===== src/design/llt_pkg.sv =====
package llt_pkg;

    // counter width of position and loop length
    localparam int COUNT_WIDTH = 32;
    localparam int LEN_W       = COUNT_WIDTH - 1;
    localparam int DIV_CNT_W   = $clog2(COUNT_WIDTH);

    localparam logic [DIV_CNT_W-1:0] DIV_LAST = DIV_CNT_W'(COUNT_WIDTH - 1);

    // input item fields
    localparam int FUNC_W   = 3;
    localparam int LENGTH_W = 31;
    localparam int SYNC_W   = 32;

    localparam logic [FUNC_W-1:0] FUNC_TICK  = 3'd0;
    localparam logic [FUNC_W-1:0] FUNC_START = 3'd1;
    localparam logic [FUNC_W-1:0] FUNC_STOP  = 3'd2;
    localparam logic [FUNC_W-1:0] FUNC_RESET = 3'd3;
    localparam logic [FUNC_W-1:0] FUNC_SET   = 3'd4;

    localparam logic [1:0] MODE_IDLE    = 2'd0;
    localparam logic [1:0] MODE_MEASURE = 2'd1;
    localparam logic [1:0] MODE_PLAY    = 2'd2;

    // configuration port
    localparam int ADDR_W  = 3;
    localparam int DATA_W  = 32;
    localparam int SHIFT_W = 5;

    localparam logic [ADDR_W-1:0]  ADDR_DIV_SHIFT  = 3'd0;
    localparam logic [SHIFT_W-1:0] DIV_SHIFT_RESET = 5'd2;

    typedef struct packed {
        logic load;
        logic step;
        logic out_load;
    } llt_cmd_t;

    typedef struct packed {
        logic needs_div;
    } llt_status_t;

endpackage


===== src/design/llt_ctrl.sv =====
module llt_ctrl (
    input  logic                 clk,
    input  logic                 rst_n,
    input  logic                 in_valid,
    output logic                 in_stall,
    output logic                 out_valid,
    input  logic                 out_stall,
    input  llt_pkg::llt_status_t status,
    output llt_pkg::llt_cmd_t    cmd
);
    import llt_pkg::*;

    localparam logic [1:0] ST_IDLE = 2'd0;
    localparam logic [1:0] ST_DIV  = 2'd1;
    localparam logic [1:0] ST_DONE = 2'd2;

    logic [1:0]           state_reg;
    logic [1:0]           state_next;
    logic [DIV_CNT_W-1:0] cnt_reg;
    logic [DIV_CNT_W-1:0] cnt_next;
    logic                 out_valid_reg;
    logic                 out_valid_next;
    logic                 accept;
    logic                 out_free;

    assign accept   = in_valid && (state_reg == ST_IDLE);
    assign out_free = !out_valid_reg || !out_stall;

    assign in_stall  = (state_reg != ST_IDLE);
    assign out_valid = out_valid_reg;

    assign cmd.load     = accept;
    assign cmd.step     = (state_reg == ST_DIV);
    assign cmd.out_load = (state_reg == ST_DONE) && out_free;

    always_comb
    begin
        state_next = state_reg;
        unique case (state_reg)
            ST_IDLE:
            begin
                if (accept)
                begin
                    state_next = status.needs_div ? ST_DIV : ST_DONE;
                end
            end
            ST_DIV:
            begin
                if (cnt_reg == DIV_LAST)
                begin
                    state_next = ST_DONE;
                end
            end
            ST_DONE:
            begin
                if (out_free)
                begin
                    state_next = ST_IDLE;
                end
            end
            default:
            begin
                state_next = ST_IDLE;
            end
        endcase
    end

    always_comb
    begin
        cnt_next = cnt_reg;
        if (accept)
        begin
            cnt_next = '0;
        end
        else if (cmd.step)
        begin
            cnt_next = cnt_reg + 1'b1;
        end
    end

    always_comb
    begin
        out_valid_next = out_valid_reg;
        if (cmd.out_load)
        begin
            out_valid_next = 1'b1;
        end
        else if (!out_stall)
        begin
            out_valid_next = 1'b0;
        end
    end

    always_ff @(posedge clk or negedge rst_n)
    begin
        if (!rst_n)
        begin
            state_reg     <= ST_IDLE;
            cnt_reg       <= '0;
            out_valid_reg <= 1'b0;
        end
        else
        begin
            state_reg     <= state_next;
            cnt_reg       <= cnt_next;
            out_valid_reg <= out_valid_next;
        end
    end

    a_div_ends: assert property (@(posedge clk) disable iff (!rst_n)
        (state_reg == ST_DIV && cnt_reg == DIV_LAST) |=> (state_reg == ST_DONE))
        else $error("remainder loop did not finish after its last step");

    a_div_entry: assert property (@(posedge clk) disable iff (!rst_n)
        (accept && status.needs_div) |=> (state_reg == ST_DIV && cnt_reg == '0))
        else $error("playing tick did not start the remainder loop");

    a_out_load: assert property (@(posedge clk) disable iff (!rst_n)
        cmd.out_load |=> out_valid_reg)
        else $error("loaded result not presented");

endmodule


===== src/design/llt_dp.sv =====
module llt_dp (
    input  logic                                clk,
    input  logic                                rst_n,
    input  llt_pkg::llt_cmd_t                   cmd,
    output llt_pkg::llt_status_t                status,
    input  logic [llt_pkg::SHIFT_W-1:0]         div_shift,
    input  logic [llt_pkg::FUNC_W-1:0]          func,
    input  logic [llt_pkg::LENGTH_W-1:0]        length_value,
    output logic                                sync_valid,
    output logic signed [llt_pkg::SYNC_W-1:0]   sync_pos,
    output logic                                pulse
);
    import llt_pkg::*;

    localparam logic [LEN_W-1:0]              LEN_MAX = {LEN_W{1'b1}};
    localparam logic signed [COUNT_WIDTH-1:0] POS_MAX = {1'b0, {LEN_W{1'b1}}};

    // clock state
    logic [1:0]                      mode_reg;
    logic [1:0]                      mode_next;
    logic [LEN_W-1:0]                len_reg;
    logic [LEN_W-1:0]                len_next;
    logic signed [COUNT_WIDTH-1:0]   pos_reg;
    logic signed [COUNT_WIDTH-1:0]   pos_next;
    logic signed [COUNT_WIDTH-1:0]   start_reg;
    logic signed [COUNT_WIDTH-1:0]   start_next;

    // pending result
    logic                            sv_reg;
    logic                            sv_next;
    logic signed [SYNC_W-1:0]        sp_reg;
    logic signed [SYNC_W-1:0]        sp_next;
    logic                            pend_reg;

    // remainder unit
    logic [COUNT_WIDTH-1:0]          dvd_reg;
    logic [LEN_W-1:0]                div_reg;
    logic [LEN_W-1:0]                rem_reg;
    logic [COUNT_WIDTH-1:0]          rem_sh;
    logic                            rem_ge;
    logic [LEN_W-1:0]                rem_next;

    // output register
    logic                            sync_valid_reg;
    logic signed [SYNC_W-1:0]        sync_pos_reg;
    logic                            pulse_reg;

    logic signed [COUNT_WIDTH-1:0]   pos_inc;
    logic signed [COUNT_WIDTH+1:0]   loop_end;
    logic                            end_hit;
    logic [LEN_W-1:0]                spacing;
    logic [LEN_W-1:0]                spacing_nz;
    logic [63:0]                     lv_wide;
    logic [LEN_W-1:0]                lv_sat;

    assign pos_inc  = (pos_reg == POS_MAX) ? pos_reg : pos_reg + 1'b1;
    assign loop_end = $signed({{2{start_reg[COUNT_WIDTH-1]}}, start_reg})
                    + $signed({3'b000, len_reg});
    assign end_hit  = $signed({{2{pos_inc[COUNT_WIDTH-1]}}, pos_inc}) >= loop_end;

    // a zero spacing pulses on every tick
    assign spacing    = len_reg >> div_shift;
    assign spacing_nz = (spacing == '0) ? LEN_W'(1) : spacing;

    assign lv_wide = 64'(length_value);
    assign lv_sat  = (lv_wide > 64'(LEN_MAX)) ? LEN_MAX : LEN_W'(length_value);

    assign status.needs_div = (func == FUNC_TICK) && (mode_reg == MODE_PLAY);

    always_comb
    begin
        mode_next  = mode_reg;
        len_next   = len_reg;
        pos_next   = pos_reg;
        start_next = start_reg;
        sv_next    = 1'b0;
        sp_next    = '0;
        case (func)
            FUNC_TICK:
            begin
                if (mode_reg == MODE_MEASURE)
                begin
                    if (len_reg != LEN_MAX)
                    begin
                        len_next = len_reg + 1'b1;
                    end
                end
                else if (mode_reg == MODE_PLAY)
                begin
                    pos_next = pos_inc;
                    if (end_hit)
                    begin
                        start_next = pos_inc;
                        sv_next    = 1'b1;
                        sp_next    = SYNC_W'(pos_inc);
                    end
                end
            end
            FUNC_START:
            begin
                if (mode_reg == MODE_IDLE && len_reg == '0)
                begin
                    mode_next = MODE_MEASURE;
                end
                else if (len_reg != '0)
                begin
                    pos_next   = '1;
                    start_next = '0;
                    mode_next  = MODE_PLAY;
                    sv_next    = 1'b1;
                    sp_next    = '1;
                end
            end
            FUNC_STOP:
            begin
                mode_next = MODE_IDLE;
            end
            FUNC_RESET:
            begin
                mode_next  = MODE_IDLE;
                len_next   = '0;
                pos_next   = '0;
                start_next = '0;
            end
            FUNC_SET:
            begin
                if (len_reg == '0 && length_value != '0)
                begin
                    len_next = lv_sat;
                    pos_next = '1;
                end
            end
            default:
            begin
                mode_next = mode_reg;
            end
        endcase
    end

    // restoring remainder, one dividend bit per step
    assign rem_sh   = {rem_reg, dvd_reg[COUNT_WIDTH-1]};
    assign rem_ge   = rem_sh >= COUNT_WIDTH'(div_reg);
    assign rem_next = rem_ge ? LEN_W'(rem_sh - COUNT_WIDTH'(div_reg)) : LEN_W'(rem_sh);

    always_ff @(posedge clk or negedge rst_n)
    begin
        if (!rst_n)
        begin
            mode_reg  <= MODE_IDLE;
            len_reg   <= '0;
            pos_reg   <= '0;
            start_reg <= '0;
        end
        else if (cmd.load)
        begin
            mode_reg  <= mode_next;
            len_reg   <= len_next;
            pos_reg   <= pos_next;
            start_reg <= start_next;
        end
    end

    always_ff @(posedge clk)
    begin
        if (cmd.load)
        begin
            sv_reg   <= sv_next;
            sp_reg   <= sp_next;
            pend_reg <= status.needs_div;
            dvd_reg  <= COUNT_WIDTH'(pos_inc);
            div_reg  <= spacing_nz;
            rem_reg  <= '0;
        end
        else if (cmd.step)
        begin
            dvd_reg <= dvd_reg << 1;
            rem_reg <= rem_next;
        end
        if (cmd.out_load)
        begin
            sync_valid_reg <= sv_reg;
            sync_pos_reg   <= sp_reg;
            pulse_reg      <= pend_reg && (rem_reg == '0);
        end
    end

    assign sync_valid = sync_valid_reg;
    assign sync_pos   = sync_pos_reg;
    assign pulse      = pulse_reg;

    a_rem_below_div: assert property (@(posedge clk) disable iff (!rst_n)
        cmd.step |=> (rem_reg < div_reg))
        else $error("remainder not below spacing");

    a_div_nonzero: assert property (@(posedge clk) disable iff (!rst_n)
        (cmd.load && status.needs_div) |=> (div_reg != '0))
        else $error("zero spacing loaded into remainder unit");

    a_sync_zero: assert property (@(posedge clk) disable iff (!rst_n)
        (cmd.out_load && !sv_reg) |=> (sync_pos == '0 && !sync_valid))
        else $error("sync position not zero without sync");

endmodule


===== src/design/loop_length_tick_clock.sv =====
// event-driven loop clock
// input channel: in_valid/in_stall carry one item (func, length_value); an item
// is taken at a clock edge with in_valid high and in_stall low
// output channel: out_valid/out_stall carry one result item per input item
// (sync_valid, sync_pos, pulse), in input order
// a tick while playing runs a bit-serial remainder of the position by the pulse
// spacing, one bit per cycle, before its result is loaded; every other item
// goes from accept straight to the result load
// one item is worked on at a time, so the block takes no new item until the
// result of the last one is in the output register; the next item
// may be taken while the previous result still waits in the output register
// a stalled receiver holds the result in the output register; the block then
// stalls its input once the following item is finished
// reset (rst_n low) idles the clock, clears length, position and loop start,
// and sets div_shift to 2; the apb register div_shift lies at address 0
module loop_length_tick_clock (
    input  logic                                clk,
    input  logic                                rst_n,
    input  logic                                psel,
    input  logic                                penable,
    input  logic                                pwrite,
    input  logic [llt_pkg::ADDR_W-1:0]          paddr,
    input  logic [llt_pkg::DATA_W-1:0]          pwdata,
    output logic [llt_pkg::DATA_W-1:0]          prdata,
    output logic                                pready,
    input  logic                                in_valid,
    output logic                                in_stall,
    input  logic [llt_pkg::FUNC_W-1:0]          func,
    input  logic [llt_pkg::LENGTH_W-1:0]        length_value,
    output logic                                out_valid,
    input  logic                                out_stall,
    output logic                                sync_valid,
    output logic signed [llt_pkg::SYNC_W-1:0]   sync_pos,
    output logic                                pulse
);
    import llt_pkg::*;

    logic [SHIFT_W-1:0] div_shift_reg;
    logic [SHIFT_W-1:0] div_shift_next;
    logic               cfg_write;
    llt_cmd_t           cmd;
    llt_status_t        status;

    assign pready    = 1'b1;
    assign cfg_write = psel && penable && pwrite;

    always_comb
    begin
        div_shift_next = div_shift_reg;
        if (cfg_write && paddr == ADDR_DIV_SHIFT)
        begin
            div_shift_next = pwdata[SHIFT_W-1:0];
        end
    end

    always_comb
    begin
        prdata = '0;
        unique case (paddr)
            ADDR_DIV_SHIFT: prdata = DATA_W'(div_shift_reg);
            default:        prdata = '0;
        endcase
    end

    always_ff @(posedge clk or negedge rst_n)
    begin
        if (!rst_n)
        begin
            div_shift_reg <= DIV_SHIFT_RESET;
        end
        else
        begin
            div_shift_reg <= div_shift_next;
        end
    end

    llt_ctrl u_ctrl (
        .clk       (clk),
        .rst_n     (rst_n),
        .in_valid  (in_valid),
        .in_stall  (in_stall),
        .out_valid (out_valid),
        .out_stall (out_stall),
        .status    (status),
        .cmd       (cmd)
    );

    llt_dp u_dp (
        .clk          (clk),
        .rst_n        (rst_n),
        .cmd          (cmd),
        .status       (status),
        .div_shift    (div_shift_reg),
        .func         (func),
        .length_value (length_value),
        .sync_valid   (sync_valid),
        .sync_pos     (sync_pos),
        .pulse        (pulse)
    );

endmodule


===== config.mk =====
export PLATFORM = sky130hd
export DESIGN_NAME = loop_length_tick_clock
export DESIGN_NICKNAME = d
export VERILOG_FILES = /design/src/design/llt_pkg.sv /design/src/design/llt_ctrl.sv /design/src/design/llt_dp.sv /design/src/design/loop_length_tick_clock.sv
export SDC_FILE = /design/constraint.sdc
export NUM_CORES = 1
export LEC_CHECK = 0
export ABC_AREA = 0
export BUFFER_PORTS_ARGS = -buffer_cell sky130_fd_sc_hd__buf_4
export CAP_MARGIN = 30
export CORE_ASPECT_RATIO = 0.5
export CORE_MARGIN = 4
export CORE_UTILIZATION = 55
export CTS_BUF_LIST = sky130_fd_sc_hd__clkbuf_2
export DETAILED_ROUTE_END_ITERATION = 8
export GPL_ROUTABILITY_DRIVEN = 0
export PLACE_DENSITY = 0.77
export SYNTH_ARGS = -nofsm -noshare
export SYNTH_HDL_FRONTEND = slang
export SYNTH_SLANG_ARGS = --single-unit
export TNS_END_PERCENT = 1

===== constraint.sdc =====
create_clock -name clk -period 4.7 [get_ports clk]
set_input_delay 1.175 -clock clk [delete_from_list [all_inputs] [get_ports clk]]
set_output_delay 1.175 -clock clk [all_outputs]
set_load 0.05 [all_outputs]

### Yosys cells after proc, flatten, opt, wreduce, memory -nomap -nowiden

Index checks and enable logic that the tools add are counted.
W data, S select, Z words.

| storage, ports and cells | value |
|---|---|
| register bits after elaboration | 272 |
| word-level logic and storage cells | 129 |

| operators by class | value |
|---|---|
| add/sub/neg operators | 5 |
| magnitude comparators | 3 |
| eq/ne operators | 24 |
| shift operators | 1 |
| muxes and demuxes | 46 |
| reductions and logical operators | 33 |

Operator list:

| kind | number |
|---|---|
| $mux W32 | 18 |
| $mux W31 | 5 |
| $pmux W32 S4 | 1 |
| $pmux W32 S3 | 1 |
| $logic_not A31 Y1 | 3 |
| $pmux W31 S3 | 1 |
| $pmux W32 S2 | 1 |
| $reduce_bool A31 Y1 | 2 |
| $add A32 B32 Y33 | 1 |
| $ge A32 B33 Y1 | 1 |
| $add A32 B1 Y32 const B | 1 |
| $eq A32 B32 Y1 const B | 1 |
| $ge A32 B31 Y1 | 1 |
| $add A31 B1 Y31 const B | 1 |
| $gt A31 B31 Y1 const B | 1 |
| $ne A31 B31 Y1 const B | 1 |
| $shr A31 B5 Y31 | 1 |
| $sub A31 B31 Y31 | 1 |
| $mux W5 | 3 |
| $ne A2 B1 Y1 const B | 7 |
| $reduce_and A7 Y1 | 2 |
| $mux W2 | 6 |
| $ne A2 B2 Y1 const B | 5 |
| $logic_and A1 B1 Y1 | 9 |
| other kinds (22) | 38 |

### Logic depth before layout (Yosys ltp)

| depth | value |
|---|---|
| depth in word-level cells | 7 |
| depth in mapped cells | 21 |
| mapped depth without buffers | 19 |

### By module

A second synthesis with hierarchy kept.

| unflattened totals | value |
|---|---|
| cell total of the unflattened synthesis | 1991 |
| area total of the unflattened synthesis | 18270.0 µm² |

Modules (own cells, without submodules):

| module | instances | cells an instance | area an instance (µm²) |
|---|---|---|---|
| llt_dp | 1 | 1902 | 17366.7 |
| loop_length_tick_clock | 1 | 48 | 486.7 |
| llt_ctrl | 1 | 41 | 416.6 |

### Least setup slack after synthesis

OpenSTA, ideal clock, no wires.

| timing | value |
|---|---|
| kind | flip-flop to flip-flop |
| start point | reg u_dp.start_reg[20] |
| end point | reg u_dp.sp_reg[16] (data pin) |
| arrival time | 4.489 ns |
| required time | 4.430 ns |
| slack | -0.060 ns |
| stages on the path, launching flop included | 21 |
| cell sequence | dfrtp_1 -> ha_1 -> a21o_1 -> a21o_1 -> a2111oi_0 -> o21ai_0 -> o211ai_1 -> a21oi_1 -> a221oi_1 -> xnor2_1 -> ha_1 -> nand3_1 -> nor2_1 -> a221o_1 -> a221oi_1 -> o21ai_0 -> nand4_1 -> and4_1 -> clkbuf_1 -> clkbuf_1 -> a21oi_1 |

| between the ends | value |
|---|---|
| word-level cells in the longest chain between the ends | 6 |

Ends and longest elaborated chain:

| item | RTL line | RTL |
|---|---|---|
| start, declared | llt_dp.sv:25 | `logic signed [COUNT_WIDTH-1:0] start_reg;` |
| start signal, assigned | llt_dp.sv:159 | `start_reg <= start_next;` |
| $add A32 B32 Y33 | llt_dp.sv:58 | `+ $signed({3'b000, len_reg});` |
| $ge A32 B33 Y1 | llt_dp.sv:59 | `assign end_hit = $signed({{2{pos_inc[COUNT_WIDTH-1]}}, pos_inc}) >= loop_end;` |
| $mux W32 | llt_dp.sv:91 | `if (end_hit)` |
| $mux W32 | llt_dp.sv:88 | `else if (mode_reg == MODE_PLAY)` |
| $mux W32 | llt_dp.sv:81 | `if (mode_reg == MODE_MEASURE)` |
| $pmux W32 S2 | llt_dp.sv:78 | `case (func)` |
| named net u_dp.sp_next[16] | llt_dp.sv:32 | `logic signed [SYNC_W-1:0] sp_next;` |
| end signal, assigned | llt_dp.sv:168 | `sp_reg <= sp_next;` |
| end, declared | llt_dp.sv:31 | `logic signed [SYNC_W-1:0] sp_reg;` |

The timed path passes the listed nets, and every way through them passes these cells.
A chain may end at the register's enable or synchronous reset.

### Worst setup path after layout

| timing | value |
|---|---|
| start point | reg u_dp.len_reg[20] |
| end point | reg u_dp.sp_reg[22] (data pin) |

| between the ends | value |
|---|---|
| word-level cells in the longest chain between the ends | 6 |
| elaborated cells on any way between the ends | 11 |

Ends and longest elaborated chain:

| item | RTL line | RTL |
|---|---|---|
| start, declared | llt_dp.sv:21 | `logic [LEN_W-1:0] len_reg;` |
| start signal, assigned | llt_dp.sv:157 | `len_reg <= len_next;` |
| $add A32 B32 Y33 | llt_dp.sv:58 |  |
| $ge A32 B33 Y1 | llt_dp.sv:59 |  |
| $mux W32 | llt_dp.sv:91 |  |
| $mux W32 | llt_dp.sv:88 |  |
| $mux W32 | llt_dp.sv:81 |  |
| $pmux W32 S2 (*) | llt_dp.sv:78 |  |
| named net u_dp.sp_next[22] | llt_dp.sv:32 |  |

The timed path passes the listed nets; every way through them passes the cells marked *.

==> results.sh <==
export IMPL_grt_util_all_layers=0.274
export IMPL_irDropWorstVdd_v=0.000228
export IMPL_area_growth_syn_to_layout_pct=14.4
export IMPL_grt_first_pass_wirelength_um=79600
export IMPL_die_width_um=266
export IMPL_timing_hold_worst_class="in2async"
export IMPL_netSwitchingPower_mw=5.19
export IMPL_crit_chain="ha_1, a21o_1, a21o_1, a2111oi_4, o21ai_1, o211ai_1, a21oi_2, buf_4, nor4_4, a311oi_2, ha_1, nand4_1, nor2_2, a221o_1, a221oi_4, o21ai_2, nand4_1, and4_4, clkbuf_16, a21oi_1"
export IMPL_drt_vias_per_instance=6.16
export IMPL_synthFlopType="sky130_fd_sc_hd__edfxtp_1"
export IMPL_drt_total_wl_um=51500
export IMPL_post_synth_edffs=131
export IMPL_cp_required_ps=5420
export IMPL_first_global_vias=14900
export IMPL_numCtsBuffers=66
export IMPL_first_pass_iters=6
export IMPL_crit_path_end_kind="register"
export IMPL_yosysSeqAreaShare=0.398
export IMPL_syn_cell_area_um2=18400
export IMPL_power_per_cell_area_nw_per_um2=551
export IMPL_die_area_um2=36600
export IMPL_antenna_left=0
export IMPL_overflow=0
export IMPL_cts_max_path_buffers=3
export IMPL_setup_reg_to_reg_worst_slack_ps=70
export IMPL_vias=16300
export IMPL_post_place_cells=2520
export IMPL_fin_skew_ps=84.1
export IMPL_critPathLaunchType="register"
export IMPL_clock_power_share=0.148
export IMPL_antenna_found_initial=2
export IMPL_drc_viols=0
export IMPL_min_period_over_period=0.984
export IMPL_clock_sink_count=272
export IMPL_cts_htree_levels=3
export IMPL_final_cell_mix="sky130_fd_sc_hd__nand2_1, sky130_fd_sc_hd__buf_4, sky130_fd_sc_hd__a21oi_1"
export IMPL_critical_path_max_fanout=8
export IMPL_max_freq_mhz=216
export IMPL_final_setup_viol_count=0
export IMPL_detail_route_wl_per_cell_um=19.4
export IMPL_cts_clk_slew_worst_paths_ps=120
export IMPL_seq_power_share=0.336
export IMPL_number_of_register_bits_inferred_by_synthesis=272
export IMPL_detailed_place_hpwl_um=37100
export IMPL_period_needed_ps=4630
export IMPL_cts_root_buffer_cell="sky130_fd_sc_hd__clkbuf_2"
export IMPL_setup_tns_ps=0
export IMPL_postCtsHoldBufs=0
export IMPL_worst_skew_pair_late_latency_ps=1020
export IMPL_intPower_mw=6.40
export IMPL_nets=2344
export IMPL_critPathSlowestCell="sky130_fd_sc_hd__dfrtp_1"
export IMPL_port_buffers=89
export IMPL_worst_r2r_startpoint="u_dp.len_reg[20]"
export IMPL_timing_max_slew_rel_slack=0.362
export IMPL_core_area_um2=32300
export IMPL_crit_type="reg2reg"
export IMPL_status="finished, final reports clean"
export IMPL_die_height_um=137
export IMPL_synthesis_area_per_instance_um2=9.17
export IMPL_post_layout_nonfiller_instances=2649
export IMPL_pin_count_of_the_biggest_net_entering_global_routing=71
export IMPL_floorplan_io_pins=145
export IMPL_tritoncts="built"
export IMPL_power_frac_comb=0.517
export IMPL_max_cap_violations=0
export IMPL_initial_core_util=0.569
export IMPL_reg2regPathDepth=20
export IMPL_synth_async_sr_flop_share=0.404
export IMPL_drt_initial_drc_count=2029
export IMPL_p_leak_nw=8.93
export IMPL_cell_count_after_synthesis=2002
export IMPL_worstReg2RegEnd="u_dp.sp_reg[22]"
export IMPL_synthDistinctLibCells=82
export IMPL_rows=46
export IMPL_finalMaxSlewViolations=0
export IMPL_timing_final_hold_violations=0
export IMPL_grt_setup_unrepaired="yes"
export IMPL_final_common_cell="sky130_fd_sc_hd__nand2_1"
export IMPL_worst_stage_delay_on_the_critical_path_ps=410
export IMPL_yosys_warnings=0
export IMPL_share_of_layout_cells_above_drive_strength_1=0.192
export IMPL_fin_hold_ws_ps=181
export IMPL_arrival_time_of_the_worst_setup_path_ps=5350
export IMPL_slew_at_the_pin_closest_to_its_max_slew_limit_ps=956
export IMPL_power_switching_share=0.448
[area by class of cell]
type / count / area, um^2
fill: 2558 / 11300
tap: 432 / 541
multi-input combinational: 1499 / 10300
clock inverter: 16 / 129
antenna: 4 / 10.0
clock buffer: 99 / 495
sequential: 272 / 7310
timing repair buffer: 221 / 1810
inverter: 106 / 398
[layer usage]
| layer | vias up | part of all wire | track usage | routed length (um) |
|---|---|---|---|---|
| met5 | - | 0 | 0 | 0 |
| met4 | 0 | 0.026 | 0.0861 | 1330 |
| met3 | 118 | 0.094 | 0.0584 | 4820 |
| met2 | 810 | 0.44 | 0.425 | 22800 |
| met1 | 7730 | 0.44 | 0.390 | 22500 |
| li1 | 7655 | - | - | - |
[how the worst max path moves through the flow]
stage | startpoint | to | slack [ps] | cells past startpoint
floorplan | u_dp.pos_reg[0] | u_dp.sp_reg[16] | 9 | 20
global placement | u_dp.start_reg[20] | u_dp.sp_reg[20] | -80 | 19
detailed placement | u_dp.start_reg[20] | u_dp.sp_reg[20] | -290 | 20
CTS | u_dp.start_reg[20] | u_dp.sp_reg[20] | 6 | 20
global route | u_dp.len_reg[20] | u_dp.sp_reg[19] | -90 | 20
finish | u_dp.len_reg[20] | u_dp.sp_reg[22] | 70 | 20
[power groups by stage]
stage,registers (mW),logic [mW],clock network [mW]
after floorplan,3.98,3.69,0
after CTS,3.85,5.70,1.74
after global routing,3.95,6.55,1.87
after global placement,3.88,5.50,0
after detailed placement,3.91,5.65,0
final,3.89,5.98,1.71
[critical path: cells and delay by family (launching register included)]
family	cells	cell delay, ps
flops	1	410
fa+ha+maj	2	650
simple gates	5	740
buf+inv	2	350
compound gates	11	2210
[kinds of logic after synthesis]
| family | Yosys count | synth area share |
|---|---|---|
| other cells | 2 | 0.000409 |
| compound gates | 556 | 0.187 |
| simple gates | 620 | 0.160 |
| flops | 272 | 0.398 |
| fa+ha+maj | 102 | 0.0703 |
| xor+xnor | 78 | 0.0372 |
| buf+inv | 257 | 0.0608 |
| mux | 115 | 0.0857 |
[synth_stat cells (49+ instances only)]
cell                         n  area share
sky130_fd_sc_hd__a21oi_1   166       0.045
sky130_fd_sc_hd__dfrtp_1   109        0.15
sky130_fd_sc_hd__nand2_1   234       0.048
sky130_fd_sc_hd__inv_1     104       0.021
sky130_fd_sc_hd__o21ai_0   163       0.044
sky130_fd_sc_hd__nor2_1    128       0.026
sky130_fd_sc_hd__a21o_1     50       0.020
sky130_fd_sc_hd__xnor2_1    49       0.023
sky130_fd_sc_hd__edfxtp_1  131        0.21
sky130_fd_sc_hd__clkbuf_1  100       0.020
sky130_fd_sc_hd__nand3_1    50       0.014
sky130_fd_sc_hd__ha_1      100       0.068
sky130_fd_sc_hd__mux2i_1    74       0.040
[through the flow]
stage | area [um^2] | util | total power [mW] | setup slack (ps)
after global placement | 19900 | 0.618 | 9.38 | -76.9
after detailed placement | 20000 | 0.618 | 9.56 | -293
after CTS | 20600 | 0.639 | 11.3 | 6.29
after floorplan | 18500 | - | 7.67 | 8.82
final | 21000 | 0.651 | 11.6 | 73.6
after global routing | 21000 | 0.651 | 12.4 | -85.6
[timing repair]
item                       CTS  global route
resized for setup            5            44
buffers inserted             0             4
setup endpoints to repair   65            65
gates cloned                 0             6
pin swaps                    0            18
Note: power is estimated with default switching activity, not from simulation.
